$ cat config.mk
export PLATFORM = sky130hd
export DESIGN_NAME = prefix_key_decompressor_core
export DESIGN_NICKNAME = d
export VERILOG_FILES = /design/src/sv/pkd_pkg.sv /design/src/sv/prefix_key_decompressor_core.sv /design/src/sv/pkd_ram.sv /design/src/sv/pkd_datapath.sv /design/src/sv/pkd_ctrl.sv
export SDC_FILE = /design/constraint.sdc
export NUM_CORES = 1
export LEC_CHECK = 0
export ABC_AREA = 1
export BUFFER_PORTS_ARGS = -buffer_cell sky130_fd_sc_hd__buf_4
export CAP_MARGIN = 40
export CELL_PAD_IN_SITES_DETAIL_PLACEMENT = 0
export CELL_PAD_IN_SITES_GLOBAL_PLACEMENT = 1
export CORE_ASPECT_RATIO = 1.1
export CORE_UTILIZATION = 45
export DETAILED_ROUTE_END_ITERATION = 10
export PLACE_DENSITY_LB_ADDON = 0.1
export SYNTH_ARGS = -nofsm -noshare
export SYNTH_HDL_FRONTEND = slang
export SYNTH_HIERARCHICAL = 1
export SYNTH_SLANG_ARGS = --single-unit
$ cat constraint.sdc
create_clock -name clk -period 4.84 [get_ports clk]
set_clock_uncertainty 0.2 [all_clocks]
set_input_delay 0.726 -clock clk [delete_from_list [all_inputs] [get_ports clk]]
set_output_delay 0.726 -clock clk [all_outputs]
set_load 0.05 [all_outputs]
$ cat src/sv/pkd_pkg.sv
// Shared constants and controller/datapath interface types for the prefix key decompressor.
package pkd_pkg;

    localparam int KEY_BYTES_DEF = 48;
    localparam int BYTE_W        = 8;
    localparam int VARINT_W      = 32;
    localparam int SHIFT_W       = 3;
    localparam int LAST_GROUP    = 4;

    typedef struct packed {
        logic step;
        logic load_len;
        logic load_ctrl;
        logic load_pfx;
    } dp_cmd_t;

    typedef struct packed {
        logic out_free;
        logic header_ok;
        logic pfx_empty;
        logic pfx_last;
    } dp_status_t;

endpackage

$ cat src/sv/prefix_key_decompressor_core.sv
// Top level: front-coded key stream in, full serialized keys out, one byte per request.
// Each request's result is registered for the next cycle; one request per cycle while parsing
// and the output register is free. A valid record header stalls requests while the length, the
//   control byte and m prefix bytes (m = shared prefix) go out; prefix bytes come from the registered store read.
// Reset: asynchronous, active low; clears parser and controller state.
// Key store contents stay undefined until written and get no clearing pass.
module prefix_key_decompressor_core #(
    parameter int KEY_BYTES = pkd_pkg::KEY_BYTES_DEF
) (
    input  logic       clk,
    input  logic       rst_n,
    input  logic       s_tvalid,
    output logic       s_tready,
    input  logic [7:0] s_tdata,   // [7:0] in_byte
    input  logic       s_tuser,   // [0] mode
    output logic       m_tvalid,
    input  logic       m_tready,
    output logic [7:0] m_tdata,   // [7:0] out_byte
    output logic       m_tlast,
    output logic       m_tuser    // [0] error
);

    pkd_pkg::dp_cmd_t    cmd;
    pkd_pkg::dp_status_t status;

    pkd_ctrl u_ctrl (
        .clk      (clk),
        .rst_n    (rst_n),
        .in_valid (s_tvalid),
        .in_ready (s_tready),
        .status   (status),
        .cmd      (cmd)
    );

    pkd_datapath #(
        .KEY_BYTES (KEY_BYTES)
    ) u_datapath (
        .clk       (clk),
        .rst_n     (rst_n),
        .cmd       (cmd),
        .status    (status),
        .in_mode   (s_tuser),
        .in_byte   (s_tdata),
        .out_ready (m_tready),
        .out_valid (m_tvalid),
        .out_byte  (m_tdata),
        .out_last  (m_tlast),
        .out_error (m_tuser)
    );

endmodule

$ cat src/sv/pkd_ram.sv
// Generic single-write, single-read RAM with registered read data.
module pkd_ram #(
    parameter int WIDTH = 8,
    parameter int DEPTH = 48
) (
    input  logic                                        clk,
    input  logic                                        wr_en,
    input  logic [((DEPTH > 1) ? $clog2(DEPTH) : 1)-1:0] wr_addr,
    input  logic [WIDTH-1:0]                            wr_data,
    input  logic [((DEPTH > 1) ? $clog2(DEPTH) : 1)-1:0] rd_addr,
    output logic [WIDTH-1:0]                            rd_data
);

    logic [WIDTH-1:0] mem_reg [DEPTH];
    logic [WIDTH-1:0] rd_data_reg;

    always_ff @(posedge clk)
    begin
        if (wr_en)
        begin
            mem_reg[wr_addr] <= wr_data;
        end
        rd_data_reg <= mem_reg[rd_addr];
    end

    assign rd_data = rd_data_reg;

endmodule

$ cat src/sv/pkd_datapath.sv
// Datapath: record parser registers, key store access and output register.
module pkd_datapath #(
    parameter int KEY_BYTES = pkd_pkg::KEY_BYTES_DEF
) (
    input  logic                       clk,
    input  logic                       rst_n,
    input  pkd_pkg::dp_cmd_t           cmd,
    output pkd_pkg::dp_status_t        status,
    input  logic                       in_mode,
    input  logic [pkd_pkg::BYTE_W-1:0] in_byte,
    input  logic                       out_ready,
    output logic                       out_valid,
    output logic [pkd_pkg::BYTE_W-1:0] out_byte,
    output logic                       out_last,
    output logic                       out_error
);

    localparam int LW = $clog2(KEY_BYTES + 1);
    localparam int AW = (KEY_BYTES > 1) ? $clog2(KEY_BYTES) : 1;
    localparam int VW = pkd_pkg::VARINT_W;
    localparam int BW = pkd_pkg::BYTE_W;
    localparam int SW = pkd_pkg::SHIFT_W;

    typedef enum logic [2:0] {
        PH_LEN,
        PH_CTRL,
        PH_SHARED,
        PH_SUFFIX,
        PH_SKIP
    } phase_t;

    phase_t          phase_reg, phase_next;
    logic [VW-1:0]   accum_reg, accum_next;
    logic [SW-1:0]   shift_reg, shift_next;
    logic [VW-1:0]   left_reg, left_next;
    logic [LW-1:0]   prev_len_reg, prev_len_next;
    logic [LW-1:0]   shared_reg, shared_next;
    logic [LW-1:0]   wpos_reg, wpos_next;
    logic [LW-1:0]   idx_reg, idx_next;
    logic [BW-1:0]   ctrl_reg, ctrl_next;
    logic            s_zero_reg, s_zero_next;
    logic            out_valid_reg, out_valid_next;
    logic [BW-1:0]   out_byte_reg, out_byte_next;
    logic            out_last_reg, out_last_next;
    logic            out_err_reg, out_err_next;

    logic [VW-1:0]   group_w;
    logic [VW-1:0]   accum_or;
    logic [VW-1:0]   left_dec;
    logic            more;
    logic            last_group;
    logic [LW-1:0]   m_lo;
    logic [LW-1:0]   s_lo;
    logic [LW:0]     body_sum;
    logic            too_long;
    logic            too_big;
    logic            header_ok;
    logic            res_valid;
    logic [BW-1:0]   res_byte;
    logic            res_last;
    logic            res_err;
    logic            ram_we;
    logic [BW-1:0]   ram_rd;
    logic            out_free;

    pkd_ram #(
        .WIDTH (BW),
        .DEPTH (KEY_BYTES)
    ) u_store (
        .clk     (clk),
        .wr_en   (ram_we),
        .wr_addr (wpos_reg[AW-1:0]),
        .wr_data (in_byte),
        .rd_addr (idx_reg[AW-1:0]),
        .rd_data (ram_rd)
    );

    // 7-bit varint group placed at its position; only 4 bits survive the last group
    always_comb
    begin
        case (shift_reg)
            3'd0:    group_w = {{(VW-7){1'b0}}, in_byte[6:0]};
            3'd1:    group_w = {{(VW-14){1'b0}}, in_byte[6:0], 7'd0};
            3'd2:    group_w = {{(VW-21){1'b0}}, in_byte[6:0], 14'd0};
            3'd3:    group_w = {{(VW-28){1'b0}}, in_byte[6:0], 21'd0};
            3'd4:    group_w = {in_byte[3:0], 28'd0};
            default: group_w = '0;
        endcase
    end

    assign accum_or   = accum_reg | group_w;
    assign left_dec   = left_reg - VW'(1);
    assign more       = in_byte[7];
    assign last_group = (shift_reg == SW'(pkd_pkg::LAST_GROUP));
    assign m_lo       = accum_or[LW-1:0];
    assign s_lo       = left_dec[LW-1:0];
    assign body_sum   = {1'b0, m_lo} + {1'b0, s_lo};
    assign too_long   = (accum_or[VW-1:LW] != '0) || (m_lo > prev_len_reg);
    assign too_big    = (left_dec[VW-1:LW] != '0) || (body_sum > (LW+1)'(KEY_BYTES));
    assign out_free   = !out_valid_reg || out_ready;

    // Parser step for one accepted request
    always_comb
    begin
        phase_next    = phase_reg;
        accum_next    = accum_reg;
        shift_next    = shift_reg;
        left_next     = left_reg;
        prev_len_next = prev_len_reg;
        shared_next   = shared_reg;
        wpos_next     = wpos_reg;
        ctrl_next     = ctrl_reg;
        s_zero_next   = s_zero_reg;
        header_ok     = 1'b0;
        res_valid     = 1'b0;
        res_byte      = '0;
        res_last      = 1'b1;
        res_err       = 1'b1;
        ram_we        = 1'b0;

        if (cmd.step)
        begin
            if (in_mode)
            begin
                prev_len_next = '0;
                phase_next    = PH_LEN;
                accum_next    = '0;
                shift_next    = '0;
                left_next     = '0;
            end
            else
            begin
                case (phase_reg)
                    PH_CTRL:
                    begin
                        ctrl_next  = in_byte;
                        left_next  = left_dec;
                        accum_next = '0;
                        shift_next = '0;
                        if (left_dec == '0)
                        begin
                            phase_next = PH_LEN;
                            res_valid  = 1'b1;
                        end
                        else
                        begin
                            phase_next = PH_SHARED;
                        end
                    end

                    PH_SHARED:
                    begin
                        left_next = left_dec;
                        if (more)
                        begin
                            if (last_group || left_dec == '0)
                            begin
                                accum_next = '0;
                                shift_next = '0;
                                phase_next = (left_dec == '0) ? PH_LEN : PH_SKIP;
                                res_valid  = 1'b1;
                            end
                            else
                            begin
                                accum_next = accum_or;
                                shift_next = shift_reg + SW'(1);
                            end
                        end
                        else
                        begin
                            accum_next = '0;
                            shift_next = '0;
                            if (too_long || too_big)
                            begin
                                phase_next = (left_dec == '0) ? PH_LEN : PH_SKIP;
                                res_valid  = 1'b1;
                            end
                            else
                            begin
                                header_ok     = 1'b1;
                                shared_next   = m_lo;
                                wpos_next     = m_lo;
                                prev_len_next = body_sum[LW-1:0];
                                s_zero_next   = (left_dec == '0);
                                phase_next    = (left_dec == '0) ? PH_LEN : PH_SUFFIX;
                            end
                        end
                    end

                    PH_SUFFIX:
                    begin
                        ram_we     = 1'b1;
                        wpos_next  = wpos_reg + LW'(1);
                        left_next  = left_dec;
                        res_valid  = 1'b1;
                        res_byte   = in_byte;
                        res_last   = (left_dec == '0);
                        res_err    = 1'b0;
                        if (left_dec == '0)
                        begin
                            phase_next = PH_LEN;
                        end
                    end

                    PH_SKIP:
                    begin
                        if (left_reg != '0)
                        begin
                            left_next = left_dec;
                        end
                        if (left_reg == '0 || left_dec == '0)
                        begin
                            phase_next = PH_LEN;
                        end
                    end

                    default:
                    begin
                        phase_next = PH_LEN;
                        if (more)
                        begin
                            if (last_group)
                            begin
                                accum_next = '0;
                                shift_next = '0;
                                res_valid  = 1'b1;
                            end
                            else
                            begin
                                accum_next = accum_or;
                                shift_next = shift_reg + SW'(1);
                            end
                        end
                        else
                        begin
                            left_next  = accum_or;
                            accum_next = '0;
                            shift_next = '0;
                            if (accum_or == '0)
                            begin
                                res_valid = 1'b1;
                            end
                            else
                            begin
                                phase_next = PH_CTRL;
                            end
                        end
                    end
                endcase
            end
        end
    end

    // Output register and prefix counter
    always_comb
    begin
        out_valid_next = out_valid_reg && !out_ready;
        out_byte_next  = out_byte_reg;
        out_last_next  = out_last_reg;
        out_err_next   = out_err_reg;
        idx_next       = idx_reg;

        if (header_ok)
        begin
            idx_next = '0;
        end

        if (res_valid)
        begin
            out_valid_next = 1'b1;
            out_byte_next  = res_byte;
            out_last_next  = res_last;
            out_err_next   = res_err;
        end
        else if (cmd.load_len)
        begin
            out_valid_next = 1'b1;
            out_byte_next  = BW'(prev_len_reg) + BW'(1);
            out_last_next  = 1'b0;
            out_err_next   = 1'b0;
        end
        else if (cmd.load_ctrl)
        begin
            out_valid_next = 1'b1;
            out_byte_next  = ctrl_reg;
            out_last_next  = status.pfx_empty && s_zero_reg;
            out_err_next   = 1'b0;
        end
        else if (cmd.load_pfx)
        begin
            out_valid_next = 1'b1;
            out_byte_next  = ram_rd;
            out_last_next  = status.pfx_last && s_zero_reg;
            out_err_next   = 1'b0;
            idx_next       = idx_reg + LW'(1);
        end
    end

    always_ff @(posedge clk or negedge rst_n)
    begin
        if (!rst_n)
        begin
            phase_reg     <= PH_LEN;
            accum_reg     <= '0;
            shift_reg     <= '0;
            left_reg      <= '0;
            prev_len_reg  <= '0;
            shared_reg    <= '0;
            wpos_reg      <= '0;
            idx_reg       <= '0;
            ctrl_reg      <= '0;
            s_zero_reg    <= 1'b0;
            out_valid_reg <= 1'b0;
        end
        else
        begin
            phase_reg     <= phase_next;
            accum_reg     <= accum_next;
            shift_reg     <= shift_next;
            left_reg      <= left_next;
            prev_len_reg  <= prev_len_next;
            shared_reg    <= shared_next;
            wpos_reg      <= wpos_next;
            idx_reg       <= idx_next;
            ctrl_reg      <= ctrl_next;
            s_zero_reg    <= s_zero_next;
            out_valid_reg <= out_valid_next;
        end
    end

    always_ff @(posedge clk)
    begin
        out_byte_reg <= out_byte_next;
        out_last_reg <= out_last_next;
        out_err_reg  <= out_err_next;
    end

    assign status.out_free  = out_free;
    assign status.header_ok = header_ok;
    assign status.pfx_empty = (shared_reg == '0);
    assign status.pfx_last  = (LW'(idx_reg + LW'(1)) == shared_reg);

    assign out_valid = out_valid_reg;
    assign out_byte  = out_byte_reg;
    assign out_last  = out_last_reg;
    assign out_error = out_err_reg;

endmodule

$ cat src/sv/pkd_ctrl.sv
// Controller: accepts requests and sequences the emission of a key header and prefix.
module pkd_ctrl (
    input  logic                clk,
    input  logic                rst_n,
    input  logic                in_valid,
    output logic                in_ready,
    input  pkd_pkg::dp_status_t status,
    output pkd_pkg::dp_cmd_t    cmd
);

    typedef enum logic [2:0] {
        ST_IDLE,
        ST_EMIT_LEN,
        ST_EMIT_CTRL,
        ST_PFX_RD,
        ST_PFX_WR
    } state_t;

    state_t state_reg, state_next;

    always_comb
    begin
        state_next    = state_reg;
        cmd           = '0;
        in_ready      = 1'b0;

        case (state_reg)
            ST_IDLE:
            begin
                in_ready = status.out_free;
                cmd.step = in_valid && status.out_free;
                if (cmd.step && status.header_ok)
                begin
                    state_next = ST_EMIT_LEN;
                end
            end

            ST_EMIT_LEN:
            begin
                if (status.out_free)
                begin
                    cmd.load_len = 1'b1;
                    state_next   = ST_EMIT_CTRL;
                end
            end

            ST_EMIT_CTRL:
            begin
                if (status.out_free)
                begin
                    cmd.load_ctrl = 1'b1;
                    state_next    = status.pfx_empty ? ST_IDLE : ST_PFX_RD;
                end
            end

            // the key store registers the prefix byte at the read address here, before ST_PFX_WR takes it
            ST_PFX_RD:
            begin
                state_next = ST_PFX_WR;
            end

            ST_PFX_WR:
            begin
                if (status.out_free)
                begin
                    cmd.load_pfx = 1'b1;
                    state_next   = status.pfx_last ? ST_IDLE : ST_PFX_RD;
                end
            end

            default:
            begin
                state_next = ST_IDLE;
            end
        endcase
    end

    always_ff @(posedge clk or negedge rst_n)
    begin
        if (!rst_n)
        begin
            state_reg <= ST_IDLE;
        end
        else
        begin
            state_reg <= state_next;
        end
    end

endmodule

Word-level counts from Yosys, hierarchy flattened --
Memories as Yosys holds them, arrays and structs flattened. A register that Yosys moved wholly into a read port is not among the register bits. Index checks and enable logic that the tools add are counted.
Storage, ports and cells: memories 1, input port bits 13, bits in writable memories 384, register bits after elaboration 117, output and inout port bits 12, word-level logic and storage cells 189
Memory list:
- u_datapath.u_store.mem_reg | depth 48, bits a word 8, rd ports 1, clocked after Yosys merged registers in 1, write ports 1, line pkd_ram.sv:14 | logic [WIDTH-1:0] mem_reg [DEPTH];
Cells by class: equal/unequal tests 27, mux-type cells 99, reduce and logical (&&, ||, !) cells 35, bitwise gates (word level) 4, magnitude comparators 2, add/subtract/negate cells 6
Operators by type and width (count):
- $mux W32 | 8
- $pmux W32 S5 | 1
- $logic_not A32 Y1 | 3
- $pmux W32 S3 | 1
- $mux W6 | 11
- $pmux W32 S2 | 1
- $mux W8 | 7
- $reduce_bool A26 Y1 | 2
- $mux W3 | 17
- $mux W1 | 44
- $or A32 B32 Y32 | 1
- $reduce_bool A32 Y1 | 1
- $sub A32 B1 Y32 const B | 1
- $eq A3 B2 Y1 const B | 6
- $pmux W3 S5 | 1
- $add A6 B1 Y6 const B | 2
- $ne A2 B1 Y1 const B | 6
- $pmux W3 S4 | 1
- $pmux W6 S2 | 1
- $reduce_and A4 Y1 | 3
- $reduce_and A5 Y1 | 2
- $eq A3 B1 Y1 const B | 3
- $eq A3 B3 Y1 const B | 3
- $ne A3 B2 Y1 const B | 3
- other kinds (24) | 44

Longest topological paths before layout --
depth in word-level cells 17, mapped depth 24, gate-level depth less buffers 23

Modules after synthesis --
Netlist, hierarchy kept.
Modules (own cells, without submodules):
- pkd_ram | seq. area each 11691.2 µm², times used 1, area each 15832.7 µm², cells each 1318
- pkd_datapath | seq. area each 2902.8 µm², times used 1, area each 8001.4 µm², cells each 1166
- pkd_ctrl | seq. area each 75.1 µm², times used 1, area each 225.2 µm², cells each 36

Worst setup path before layout --
Ideal clock, no wire load.
path kind input to register, from input m_tready, to memory u_datapath.u_store.mem_reg[16][0] (enable), library setup time 0.395 ns, stages 14, setup slack 1.212 ns, data arrival time 3.034 ns, data required time 4.245 ns, path buffers 2, path through inv_1 -> nand2_1 -> buf_4 -> nand2_1 -> nor2_1 -> inv_1 -> nor2_1 -> inv_1 -> nor2_1 -> inv_1 -> nor2_1 -> clkbuf_1 -> nand3_1 -> nor4_1
RTL lines:
- from (decl) | line prefix_key_decompressor_core.sv:17 | input logic m_tready,
- to (decl) | line pkd_ram.sv:14

Worst setup path in the final report --
from register u_datapath.shift_reg[0], to register u_datapath.out_byte_reg[4], in the netlist u_datapath/out_byte[4] (enable)
Between the ends: cells in the longest elaborated chain, start to end 13, elaborated cells on any way between the ends 26, those cells by class add/sub (1); order compare (2); eq/ne (4); mux (10); bitwise (1); reduce/logical (8)
Ends and longest elaborated chain:
- from (decl) | line pkd_datapath.sv:34 | logic [SW-1:0] shift_reg, shift_next;
- from (signal assigned) | line pkd_datapath.sv:319 | shift_reg <= shift_next;
- $eq A3 B3 Y1 (tied with other cells) | line pkd_datapath.sv:81 | case (shift_reg)
- $pmux W32 S5 (*) | line pkd_datapath.sv:81
- $or A32 B32 Y32 (*) | line pkd_datapath.sv:91 | assign accum_or = accum_reg | group_w;
- via u_datapath.accum_or[4] | line pkd_datapath.sv:48 | logic [VW-1:0] accum_or;
- $add A6 B6 Y7 | line pkd_datapath.sv:97 | assign body_sum = {1'b0, m_lo} + {1'b0, s_lo};
- $gt A7 B6 Y1 | line pkd_datapath.sv:99 | assign too_big = (left_dec[VW-1:LW] != '0) || (body_sum > (LW+1)'(KEY_BYTES));
- $logic_or A1 B1 Y1 | line pkd_datapath.sv:99
- $logic_or A1 B1 Y1 | line pkd_datapath.sv:173 | if (too_long || too_big)
- $mux W1 | line pkd_datapath.sv:173
- $mux W1 | line pkd_datapath.sv:154 | if (more)
- $pmux W1 S4 (*) | line pkd_datapath.sv:133 | case (phase_reg)
- $mux W1 (*) | line pkd_datapath.sv:123 | if (in_mode)
- $mux W1 (*) | line pkd_datapath.sv:121 | if (cmd.step)
- $reduce_bool A4 Y1 (no source line) (*)
- to (signal assigned) | line pkd_datapath.sv:333 | out_byte_reg <= out_byte_next;
- to (decl) | line pkd_datapath.sv:43 | logic [BW-1:0] out_byte_reg, out_byte_next;
The timed path passes the listed nets; every way through them passes the cells marked *. A chain may end at the register's enable or synchronous reset.

==> impl_metrics.csv <==
group,metric,value,unit
layout,largest_register_ffs,384,
layout,layout-drive-gt1-share,10.1,%
setup_path,cp.arrival,4.37,ns
pwr,power.total,17.4,mW
setup_path,critPathRequiredTime,4.91,ns
clock_tree,tritoncts,"done",
floorplan,die_y,245,um
layout,nets,2611,
worst_hold_path,hold_path_class,"input pin to register",
global_routing,grt_pass1_vias,17420,
timing,fmax,232,MHz
timing,slew_viol_final,0,
synth,syn_inst,2520,
setup_path,critical_path_class,"register to register",
place,post-dp-hpwl,44.9,mm
synth,yosysWarnings,6,
route,wl,68.5,mm
timing,period_needed,4.30,ns
flow_run,cap_violations,0,
floorplan,core_area,0.0526,mm2
setup_path,cp_max_fo,13,
synth,synth.distinct_cells,53,
floorplan,fp.dieArea,0.0544,mm2
clock_tree,clock_latency,0.60,ns
clock_tree,clkSinkCount,509,
pwr,comb_power_share,44.2,%
pwr,power.switching,7.59,mW
global_routing,grt_usage,25.5,%
synth,synth_area,0.0241,mm2
synth,synth_fp_nets,2556,
synth,yosysSeqAreaShare,61.0,%
synth,syn_avg_cell_area,9.55,um2
global_routing,antenna_found_initial,0,
timing,tightest_slew,1.01,ns
run_status,status,"completed",
clock_tree,postCtsSetupRepairBufs,0,
layout,multiInputGateArea,0.00807,mm2
floorplan,initial_core_util,45.7,%
route,drt_iter0_markers,1365,
route,dr.pass1.iters,7,
timing,fin_tns_setup,0,ns
global_routing,grt_pass1_wl,105,mm
timing,hold_viol,0,
route,vias_per_cell,5.43,
synth,synthTopCellsByArea,"edfxtp_1 49%, dfrtp_1 11%, nand2_1 10%",
synth,synth_top_area_share,49.2,%
timing,maxSlewHeadroom,32.9,%
synth,synth_ff_type,"edfxtp_1",
place,io_buffer_count,24,
floorplan,num_rows,88,
route,wl_per_cell,20.8,um
timing,grt_setup_unrepaired,"no",
clock_tree,cts_root_buf,"clkbuf_16",
setup_path,reg2reg_slack,0.54,ns
clock_tree,post_cts_resized,0,
floorplan,die_w,222,um
clock_tree,path_clk_slew,0.07,ns
layout,antenna_cells,0,
route,vias,17897,
pwr,p_per_area,643,mW/mm2
synth,synth_edf_count,394,
layout,area_delta_synth_final,12.8,%
global_routing,grt_overflow_total,0,
synth,ys_ff_latch,509,
pwr,seq_power_share,31.3,%
pwr,ir_drop,0.000396,V
setup_path,endpoint_kind,"register",
synth,ys_async_sr_fraction,21.0,%
clock_tree,h-tree-depth,2,
pwr,power.share.clock,24.6,%
layout,seq_area,0.0147,mm2
synth,synth_top_area_cell,"edfxtp_1",
route,drc,0,
route,ant_nets,0,
floorplan,io_pins,25,
layout,fill_cells,4798,
timing,fin_crit_sh,88.9,%
timing,finalSetupViolations,0,
pwr,p_leak,10.8,nW
pwr,intPower,9.85,mW
setup_path,start_kind,"register",
clock_tree,ctsHoldBuffers,1,
clock_tree,cts_buffers,53,
global_routing,grt_max_degree,193,
place,gp_congestion,0.884,
pwr,swShare,43.5,%
clock_tree,cts_buffer_depth,3,
## cell usage after synthesis (2+ instances only)
master / count
o31ai_1: 8
buf_6: 12
nor4_1: 13
nand3b_1: 3
or2_2: 2
a21oi_1: 68
xnor2_1: 5
a21boi_0: 3
nand2_4: 3
buf_2: 47
inv_1: 178
dfrtp_1: 107
o22ai_1: 8
clkbuf_1: 39
nand3_2: 7
clkinv_1: 3
o21bai_1: 6
nor2_1: 281
xor2_1: 16
nor2_8: 2
o21ai_0: 137
ha_1: 22
o211ai_1: 51
nand4_1: 21
nand2_2: 6
nand2_1: 666
nor2_2: 12
nor2_4: 5
o2111ai_1: 7
buf_1: 13
edfxtp_1: 394
dfxtp_1: 8
o21ai_1: 17
buf_4: 4
nand3_1: 309
nor3_1: 8
inv_2: 13
## through the flow
stage          utilization, %  hold slack, ns  cells  setup WS, ns  area, um2
6_report                 51.6           0.236   3294         0.538      27100
5_1_grt                  51.6           0.213   3294         0.146      27100
4_1_cts                  51.6           0.196   3294         0.564      27100
3_5_place_dp             48.1           0.276   3194         0.407      25300
3_3_place_gp             47.9           0.268   3190         0.525      25200
2_1_floorplan               -           0.230   2520          1.21      24100
## critical path, cell delays in order, from the launching register on
cell and delay (ns):
dfrtp_1 0.40, inv_1 0.13, ha_1 0.25, nand2_1 0.17, o21ai_0 0.56, ha_1 0.33, nand2_1 0.10, or2_2 0.31
nand4_1 0.08, nand2_1 0.07, nand3_1 0.11, inv_1 0.05, nor2_1 0.13, nand3_2 0.14, nand3_2 0.11, nand3_2 0.06
nand2_2 0.26, nand2_1 0.15, inv_1 0.09, nand2_1 0.26
## final cells by class
type | instances | share of cell area [%]
clock buffer | 70 | 5.46
clock inverter | 29 | 1.33
inverter | 194 | 2.69
multi-input combinational | 1701 | 29.7
sequential | 509 | 54.1
tap | 675 | 3.11
timing repair buffer | 116 | 3.60
## worst paths after layout
check                                   startpoint                                end  depth (start not counted)
min                                     s_tdata[1]  u_datapath/u_store/mem_reg[18][1]                          1
max in group asynchronous                    rst_n           u_datapath/accum_reg[13]                          3
min reg2reg                 u_datapath/ctrl_reg[6]             u_datapath/ctrl_reg[6]                          2
max                        u_datapath/shift_reg[0]             u_datapath/out_byte[4]                         19
max reg2reg                u_datapath/shift_reg[0]             u_datapath/out_byte[4]                         19
min in group asynchronous                    rst_n                u_ctrl/state_reg[2]                          2
## power groups by stage
stage                     clock network (mW)  registers, mW  logic [mW]
after CTS                               4.39           5.45        7.74
after floorplan                            0           5.54        5.24
after global routing                    4.55           5.50        8.55
final                                   4.29           5.46        7.70
after detailed placement                   0           5.53        7.70
after global placement                     0           5.53        7.60
## routing by layer
layer | vias to the layer above | GRT usage [%] | share of wire [%]
met5 | - | 0 | 0
met4 | 0 | 9.11 | 3.3
met3 | 104 | 3.51 | 4.1
met2 | 396 | 44.7 | 50
met1 | 8710 | 32.1 | 42
li1 | 8687 | - | -
## cell families after synthesis
group / count (synthesis) / synth area share [%]
multiplexers: 1 / 0.0416
flip-flops: 509 / 61.0
buffers and inverters: 310 / 5.56
XOR/XNOR: 22 / 0.832
AND/OR/NAND/NOR: 1342 / 23.9
adder cells (fa/ha/maj): 23 / 1.23
AO/OA/AOI/OAI: 313 / 7.48
## placed cells by master, fill, tap and decap left out, drive strengths merged, types with 3 or more instances in the layout
cell,instances
a21boi,3
a21oi,69
buf,115
bufinv,7
clkbuf,70
clkinv,22
dfrtp,107
dfxtp,8
edfxtp,394
ha,22
inv,193
nand2,675
nand3,316
nand3b,3
nand4,22
nor2,300
nor3,9
nor4,13
o2111ai,7
o211ai,51
o21ai,154
o21bai,6
o22ai,8
o31ai,8
or2,3
xnor2,5
xor2,17
Note: power is estimated with default switching activity, not from simulation.
